==> src/rtl/core/idcrc_pkg.sv <==
// Shared types, constants and the byte-wide CRC-32 fold for the ID-to-serial block.
package idcrc_pkg;

  localparam logic [31:0] CRC_PRESET  = 32'hFFFF_FFFF;
  localparam logic [31:0] CRC_POLY    = 32'hEDB8_8320;
  localparam int          CNT_W       = 4;
  localparam int          IDX_W       = 3;
  localparam logic [2:0]  IDX_FIRST   = 3'd0;
  localparam logic [2:0]  IDX_CHECK   = 3'd4;
  localparam int          QUEUE_DEPTH = 2;
  localparam int          QPTR_W      = 1;
  localparam int          QCNT_W      = 2;

  typedef struct packed {
    logic full;
    logic empty;
  } q_stat_t;

  // Reflected CRC-32, all eight bit steps of one byte.
  function automatic logic [31:0] crc_fold_byte(input logic [31:0] acc,
                                                input logic [7:0]  b);
    logic [31:0] a;
    int k;
    a = acc ^ {24'd0, b};
    for (k = 0; k < 8; k++) begin
      a = a[0] ? ((a >> 1) ^ CRC_POLY) : (a >> 1);
    end
    return a;
  endfunction

endpackage

==> src/rtl/core/idcrc_front.sv <==
// Front end: takes ID bytes, folds them into the CRC, queues the word at ID end.
module idcrc_front #(
  parameter int ID_LEN = 12
) (
  input  logic                     clk,
  input  logic                     rst_n,
  input  logic                     in_valid,
  output logic                     in_ready,
  input  logic [7:0]               in_id_byte,
  input  idcrc_pkg::q_stat_t       q_stat,
  output logic                     push,
  output logic [31:0]              push_data
);
  import idcrc_pkg::*;

  logic [31:0]      crc_r, crc_nxt;
  logic [CNT_W-1:0] cnt_r, cnt_nxt;
  logic [CNT_W-1:0] cnt_inc;
  logic [31:0]      crc_fold;
  logic             accept;
  logic             done;

  assign in_ready  = !q_stat.full;
  assign accept    = in_valid && in_ready;
  assign crc_fold  = crc_fold_byte(crc_r, in_id_byte);
  assign cnt_inc   = cnt_r + CNT_W'(1);
  // count wraps at 4 bits; ">=" still closes the ID
  assign done      = cnt_inc >= CNT_W'(ID_LEN);
  assign push      = accept && done;
  assign push_data = crc_fold;

  always_comb begin
    crc_nxt = crc_r;
    cnt_nxt = cnt_r;
    if (accept) begin
      if (done) begin
        crc_nxt = CRC_PRESET;
        cnt_nxt = '0;
      end else begin
        crc_nxt = crc_fold;
        cnt_nxt = cnt_inc;
      end
    end
  end

  always_ff @(posedge clk) begin
    if (!rst_n) begin
      crc_r <= CRC_PRESET;
      cnt_r <= '0;
    end else begin
      crc_r <= crc_nxt;
      cnt_r <= cnt_nxt;
    end
  end

`ifndef NO_ASSERTIONS
  a_restart: assert property (@(posedge clk) disable iff (!rst_n)
    push |=> (crc_r == CRC_PRESET) && (cnt_r == '0))
    else $error("CRC state not restarted after ID end");
`endif

endmodule

==> src/rtl/core/idcrc_queue.sv <==
// Two-entry queue of finished CRC words between front and back.
module idcrc_queue (
  input  logic                clk,
  input  logic                rst_n,
  input  logic                push,
  input  logic [31:0]         push_data,
  input  logic                pop,
  output logic [31:0]         pop_data,
  output idcrc_pkg::q_stat_t  q_stat
);
  import idcrc_pkg::*;

  logic [31:0]       word0_r, word1_r;
  logic [QPTR_W-1:0] wr_ptr_r, rd_ptr_r;
  logic [QCNT_W-1:0] cnt_r, cnt_nxt;

  assign q_stat.full  = cnt_r == QCNT_W'(QUEUE_DEPTH);
  assign q_stat.empty = cnt_r == '0;
  assign pop_data     = rd_ptr_r ? word1_r : word0_r;

  always_comb begin
    cnt_nxt = cnt_r;
    case ({push, pop})
      2'b10:   cnt_nxt = cnt_r + QCNT_W'(1);
      2'b01:   cnt_nxt = cnt_r - QCNT_W'(1);
      default: cnt_nxt = cnt_r;
    endcase
  end

  always_ff @(posedge clk) begin
    if (push) begin
      if (wr_ptr_r) begin
        word1_r <= push_data;
      end else begin
        word0_r <= push_data;
      end
    end
  end

  always_ff @(posedge clk) begin
    if (!rst_n) begin
      wr_ptr_r <= '0;
      rd_ptr_r <= '0;
      cnt_r    <= '0;
    end else begin
      if (push) begin
        wr_ptr_r <= wr_ptr_r + QPTR_W'(1);
      end
      if (pop) begin
        rd_ptr_r <= rd_ptr_r + QPTR_W'(1);
      end
      cnt_r <= cnt_nxt;
    end
  end

`ifndef NO_ASSERTIONS
  a_no_overflow: assert property (@(posedge clk) disable iff (!rst_n)
    q_stat.full |-> !push)
    else $error("push into full queue");
  a_no_underflow: assert property (@(posedge clk) disable iff (!rst_n)
    q_stat.empty |-> !pop)
    else $error("pop from empty queue");
`endif

endmodule

==> src/rtl/core/idcrc_back.sv <==
// Back end: turns one CRC word into five serial bytes on the result channel.
module idcrc_back (
  input  logic                     clk,
  input  logic                     rst_n,
  input  idcrc_pkg::q_stat_t       q_stat,
  output logic                     pop,
  input  logic [31:0]              pop_data,
  output logic                     out_valid,
  input  logic                     out_ready,
  output logic [7:0]               out_serial_byte,
  output logic [idcrc_pkg::IDX_W-1:0] out_serial_index,
  output logic                     out_run_last
);
  import idcrc_pkg::*;

  logic             valid_r, valid_nxt;
  logic [31:0]      word_r, word_nxt;
  logic [IDX_W-1:0] idx_r, idx_nxt;
  logic             fire;
  logic             last;
  logic             free;
  logic [7:0]       check_byte;

  assign fire  = valid_r && out_ready;
  assign last  = idx_r == IDX_CHECK;
  assign free  = !valid_r || (fire && last);
  assign pop   = free && !q_stat.empty;

  assign check_byte       = word_r[7:0] ^ word_r[15:8] ^ word_r[23:16] ^ word_r[31:24];
  assign out_valid        = valid_r;
  assign out_serial_index = idx_r;
  assign out_run_last     = last;
  assign out_serial_byte  = last ? check_byte : word_r[{idx_r[1:0], 3'b000} +: 8];

  always_comb begin
    valid_nxt = valid_r;
    word_nxt  = word_r;
    idx_nxt   = idx_r;
    if (pop) begin
      valid_nxt = 1'b1;
      word_nxt  = pop_data;
      idx_nxt   = IDX_FIRST;
    end else if (fire) begin
      if (last) begin
        valid_nxt = 1'b0;
      end else begin
        idx_nxt = idx_r + IDX_W'(1);
      end
    end
  end

  always_ff @(posedge clk) begin
    word_r <= word_nxt;
  end

  always_ff @(posedge clk) begin
    if (!rst_n) begin
      valid_r <= 1'b0;
      idx_r   <= IDX_FIRST;
    end else begin
      valid_r <= valid_nxt;
      idx_r   <= idx_nxt;
    end
  end

`ifndef NO_ASSERTIONS
  a_idx_range: assert property (@(posedge clk) disable iff (!rst_n)
    valid_r |-> idx_r <= IDX_CHECK)
    else $error("serial index out of range");
  a_drain: assert property (@(posedge clk) disable iff (!rst_n)
    (fire && last && q_stat.empty) |=> !valid_r)
    else $error("result still valid after run end with empty queue");
`endif

endmodule

==> src/rtl/core/id_to_serial_crc32.sv <==
// Top level: device ID bytes in, CRC-32 based 5-byte serial number out.
// The last ID byte pushes its CRC word into the queue; the serializer loads it when free.
// Throughput: one ID byte per cycle unless the queue is full; five result items per ID at
//   one per cycle while out_ready is high, so 12-byte IDs are limited by the byte input.
// The 2-entry CRC word queue decouples the byte front end from the serializer.
// Reset (rst_n low, synchronous): CRC preset to all ones, byte count and queue cleared.
module id_to_serial_crc32 #(
  parameter int ID_BYTES = 12
) (
  input  logic                        clk,
  input  logic                        rst_n,
  input  logic                        in_valid,
  output logic                        in_ready,
  input  logic [7:0]                  in_id_byte,
  output logic                        out_valid,
  input  logic                        out_ready,
  output logic [7:0]                  out_serial_byte,
  output logic [idcrc_pkg::IDX_W-1:0] out_serial_index,
  output logic                        out_run_last
);
  import idcrc_pkg::*;

  // ID length clamped to what the 4-bit byte count can hold
  localparam int ID_LEN = (ID_BYTES < 1) ? 1 : ((ID_BYTES > 15) ? 15 : ID_BYTES);

  q_stat_t     q_stat;
  logic        push;
  logic [31:0] push_data;
  logic        pop;
  logic [31:0] pop_data;

  // front: per-byte CRC fold, pushes the finished word at ID end
  idcrc_front #(
    .ID_LEN (ID_LEN)
  ) u_front (
    .clk        (clk),
    .rst_n      (rst_n),
    .in_valid   (in_valid),
    .in_ready   (in_ready),
    .in_id_byte (in_id_byte),
    .q_stat     (q_stat),
    .push       (push),
    .push_data  (push_data)
  );

  // queue of finished CRC words
  idcrc_queue u_queue (
    .clk       (clk),
    .rst_n     (rst_n),
    .push      (push),
    .push_data (push_data),
    .pop       (pop),
    .pop_data  (pop_data),
    .q_stat    (q_stat)
  );

  // back: five result items per word, check byte last
  idcrc_back u_back (
    .clk              (clk),
    .rst_n            (rst_n),
    .q_stat           (q_stat),
    .pop              (pop),
    .pop_data         (pop_data),
    .out_valid        (out_valid),
    .out_ready        (out_ready),
    .out_serial_byte  (out_serial_byte),
    .out_serial_index (out_serial_index),
    .out_run_last     (out_run_last)
  );

endmodule
==> config.mk <==
export PLATFORM = sky130hd
export DESIGN_NAME = id_to_serial_crc32
export DESIGN_NICKNAME = d
export VERILOG_FILES = /design/src/rtl/core/idcrc_pkg.sv /design/src/rtl/core/idcrc_front.sv /design/src/rtl/core/idcrc_queue.sv /design/src/rtl/core/idcrc_back.sv /design/src/rtl/core/id_to_serial_crc32.sv
export SDC_FILE = /design/constraint.sdc
export NUM_CORES = 1
export LEC_CHECK = 0
export BUFFER_PORTS_ARGS = -buffer_cell sky130_fd_sc_hd__clkbuf_2
export CORE_ASPECT_RATIO = 1.25
export CORE_MARGIN = 2
export CORE_UTILIZATION = 45
export CTS_BUF_LIST = sky130_fd_sc_hd__clkbuf_8
export CTS_CLUSTER_SIZE = 24
export DETAILED_ROUTE_END_ITERATION = 16
export SYNTH_ARGS = -nofsm -noshare
export SYNTH_HDL_FRONTEND = slang
export SYNTH_SLANG_ARGS = --single-unit
export TNS_END_PERCENT = 100
==> constraint.sdc <==
create_clock -name clk -period 4.6 [get_ports clk]
set_input_delay 0.92 -clock clk [delete_from_list [all_inputs] [get_ports clk]]
set_output_delay 0.92 -clock clk [all_outputs]
set_load 0.01 [all_outputs]
==> results.py <==
metrics = {
    "synthesis": {
        "ys_types": 36,
        "ys_seq_area_frac": 0.5802,
        "synth_ff_type": "edfxtp_1",
        "synth_seq_cells": 140,
        "synth.avg_cell_area_um2": 13.95,
        "synthCells": 465,
        "syn-num-nets": 481,
        "synth_edf_count": 96,
        "async_flop_share": 0,
        "netlist_area_um2": 6486,
        "yosysWarnings": 0,
    },
    "run_status": {
        "outcome": "completed",
    },
    "final_layout": {
        "seq_area_um2": 3764,
        "layout_common_cells": "edfxtp_1, xnor2_1, nand2_1",
        "final_net_count": 515,
        "final_cells": 690,
        "drive_above_1_share": 0.2461,
        "multi_input_area_um2": 2624,
        "mostFrequentLayoutCell": "edfxtp_1",
        "nFillCells": 1236,
        "antennaDiodeCount": 0,
        "syn_to_final_growth_pct": 11.30,
    },
    "drt": {
        "wl_per_cell_um": 16.14,
        "route.detailed.drc": 0,
        "drt-initial-drc-count": 138,
        "wl_um": 11140,
        "num_vias": 3460,
        "antenna_left": 0,
        "viasPerCell": 5.014,
        "drt_first_pass_iters": 4,
    },
    "timing": {
        "period_minus_slack_ns": 3.218,
        "fin_skew_ns": 0.01249,
        "tightest_slew_ns": 1.167,
        "finalSetupViolations": 0,
        "tns_ns": 0,
        "hold_viol_final": 0,
        "maxSlewViolCount": 0,
        "period_share": 0.6995,
        "rsz0062_at_grt": "false",
        "maxSlewHeadroom": 0.2219,
        "fmax_mhz": 310.8,
    },
    "clock_network": {
        "cts_hold_repair.buffers": 0,
        "cts_tree": "built",
        "clkTransAtPathRegs_ns": 0.08,
        "cts_max_level": 4,
        "cts_buffers": 17,
        "cts_buffer_depth": 2,
        "cts-root-buf": "clkbuf_8",
        "insertion_delay_ns": 0.43,
        "post_cts_buffers": 0,
        "postCtsResizedCells": 0,
        "cts.sinks": 140,
    },
    "worst_setup_path": {
        "crit_path_max_fanout": 18,
        "crit_type": "flip-flop to primary output",
        "crit_start": "u_back.out_serial_index[1]$_SDFFE_PP0P_",
        "startpoint_type": "flip-flop",
        "crit_cells": 6,
        "arrival_ns": 2.30,
        "crit_family": "flip-flops",
        "ff2ff_path_depth": 8,
        "cp_slowest_cell": "dfxtp_1",
        "cp.required_ns": 3.68,
        "path_buf_inv": 2,
        "critPathMaxStageDelay_ns": 0.75,
        "rr_startpoint": "u_back.out_serial_index[1]$_SDFFE_PP0P_",
        "path_cells": "inv_1, ha_1, nand2_1, nand2_1, o21ai_0, clkbuf_2",
        "worstSetupEndpointType": "primary output",
        "critPathMostFrequentCell": "nand2_1",
    },
    "grt": {
        "grt.overflow.total": 0,
        "grt_max_degree": 43,
        "grt_usage": 0.1505,
        "grt_antenna_before_repair": 0,
        "grt_first_pass_wirelength_um": 17970,
        "grt_pass1_vias": 3441,
    },
    "run": {
        "cap_violations": 0,
    },
    "worst_hold_path": {
        "min_from": "u_front.crc_r[11]$_SDFFE_PN1P_",
        "hp-class": "flip-flop to flip-flop",
        "hold_depth": 2,
    },
    "pwr": {
        "ir_worst_vdd_v": 0.0003371,
        "p_leak_nw": 2.610,
        "power.density_nw_per_um2": 669.1,
    },
    "placed_design": {
        "gp_congestion": 0.7687,
        "port_buffers": 25,
        "dp_hpwl_um": 7580,
        "dp.cells": 658,
    },
    "die": {
        "rows": 49,
        "io_pins": 26,
        "dieArea_um2": 15400,
        "die_h_um": 138.2,
        "initial_core_util": 0.4560,
        "design.core.area_um2": 14220,
        "dieWidth_um": 111.4,
    },
}
-- cell type report --
cell class | count | area share
timing repair buffer | 32 | 0.02461
clock inverter | 15 | 0.02426
tap | 178 | 0.03085
inverter | 6 | 0.003120
multi-input combinational | 302 | 0.3634
sequential | 140 | 0.5213
clock buffer | 17 | 0.03241
-- Yosys cell counts, types with 2 or more instances --
cell type / n / area (um^2)
edfxtp_1: 96 / 2883
xnor2_1: 59 / 516.8
nand2_1: 54 / 202.7
dfxtp_1: 44 / 880.8
mux2_2: 32 / 360.4
nand3_1: 20 / 100.1
nor2_1: 18 / 67.56
xor2_1: 14 / 122.6
clkbuf_1: 13 / 48.80
o21ai_0: 13 / 65.06
xnor2_2: 12 / 195.2
and2_1: 10 / 62.56
a21oi_1: 9 / 45.04
a211o_1: 8 / 70.07
mux4_2: 8 / 180.2
xnor3_1: 8 / 180.2
o21ai_1: 6 / 30.03
xnor2_4: 6 / 165.2
inv_1: 5 / 18.77
ha_1: 4 / 50.05
buf_6: 3 / 33.78
nand2b_1: 3 / 18.77
or3_1: 3 / 18.77
and3_1: 2 / 12.51
o211ai_1: 2 / 15.01
o21a_1: 2 / 15.01
xor2_2: 2 / 32.53
-- power breakdown --
part / total [W] / switching, W / leakage [nW] / internal [W]
Sequential: 0.00190 / 0.000113 / 1.23 / 0.00179
Combinational: 0.00192 / 0.00105 / 1.18 / 0.000873
Clock: 0.00101 / 0.000472 / 0.205 / 0.000536
-- worst min-delay path, cell delays in order (launching register included) --
cell and delay (ns):
dfxtp_1 0.32, nand2_1 0.05, nand3_1 0.06
-- final timing paths --
path                               endpoint  slack (ns)
max                      out_serial_byte[6]        1.38
min reg2reg  u_front.crc_r[11]$_SDFFE_PN1P_        0.48
max reg2reg   u_queue.cnt_r[1]$_SDFFE_PN0P_        2.06
min          u_front.crc_r[11]$_SDFFE_PN1P_        0.48
-- cells by family (layout without fill, tap and decap cells) --
family | after synthesis | after routing | synth area share
buffers and inverters | 23 | 70 | 0.01697
DFF | 140 | 140 | 0.5802
xor gates and xnor gates | 103 | 103 | 0.1944
muxes | 41 | 41 | 0.08488
and+or+nand+nor | 113 | 113 | 0.07735
AOI/OAI and AO/OA | 41 | 41 | 0.03839
adders and majority gates | 4 | 4 | 0.007716
-- flip-flops by register name, indices dropped and copies added, names as in the netlist, 2 cells and up --
signal / cells
u_queue.word1_r: 32
u_queue.cnt_r: 2
u_front.cnt_r: 4
u_front.crc_r: 32
u_queue.word0_r: 32
u_back.out_serial_index: 3
u_back.word_r: 32
-- metal layers --
layer  track usage  vias to the layer above  share of wire
li1              -                     1710              -
met5             0                        -              0
met1        0.1977                     1688           0.46
met3       0.03726                       14          0.025
met4       0.04483                        0          0.014
met2        0.2490                       48           0.50
-- stage by stage --
step	hold WS, ns	util	power, W	setup WS [ns]	cell area, um^2
4_1_cts	0.4875	0.5076	0.004875	1.235	7219
3_5_place_dp	0.4721	0.4788	0.003863	1.726	6810
5_1_grt	0.5009	0.5076	0.005086	1.019	7219
2_1_floorplan	0.4424	-	0.003390	0.7632	6486
3_3_place_gp	0.4635	0.4788	0.003810	1.804	6810
6_report	0.4823	0.5076	0.004830	1.382	7219
Power figures use the tool's default switching activity.
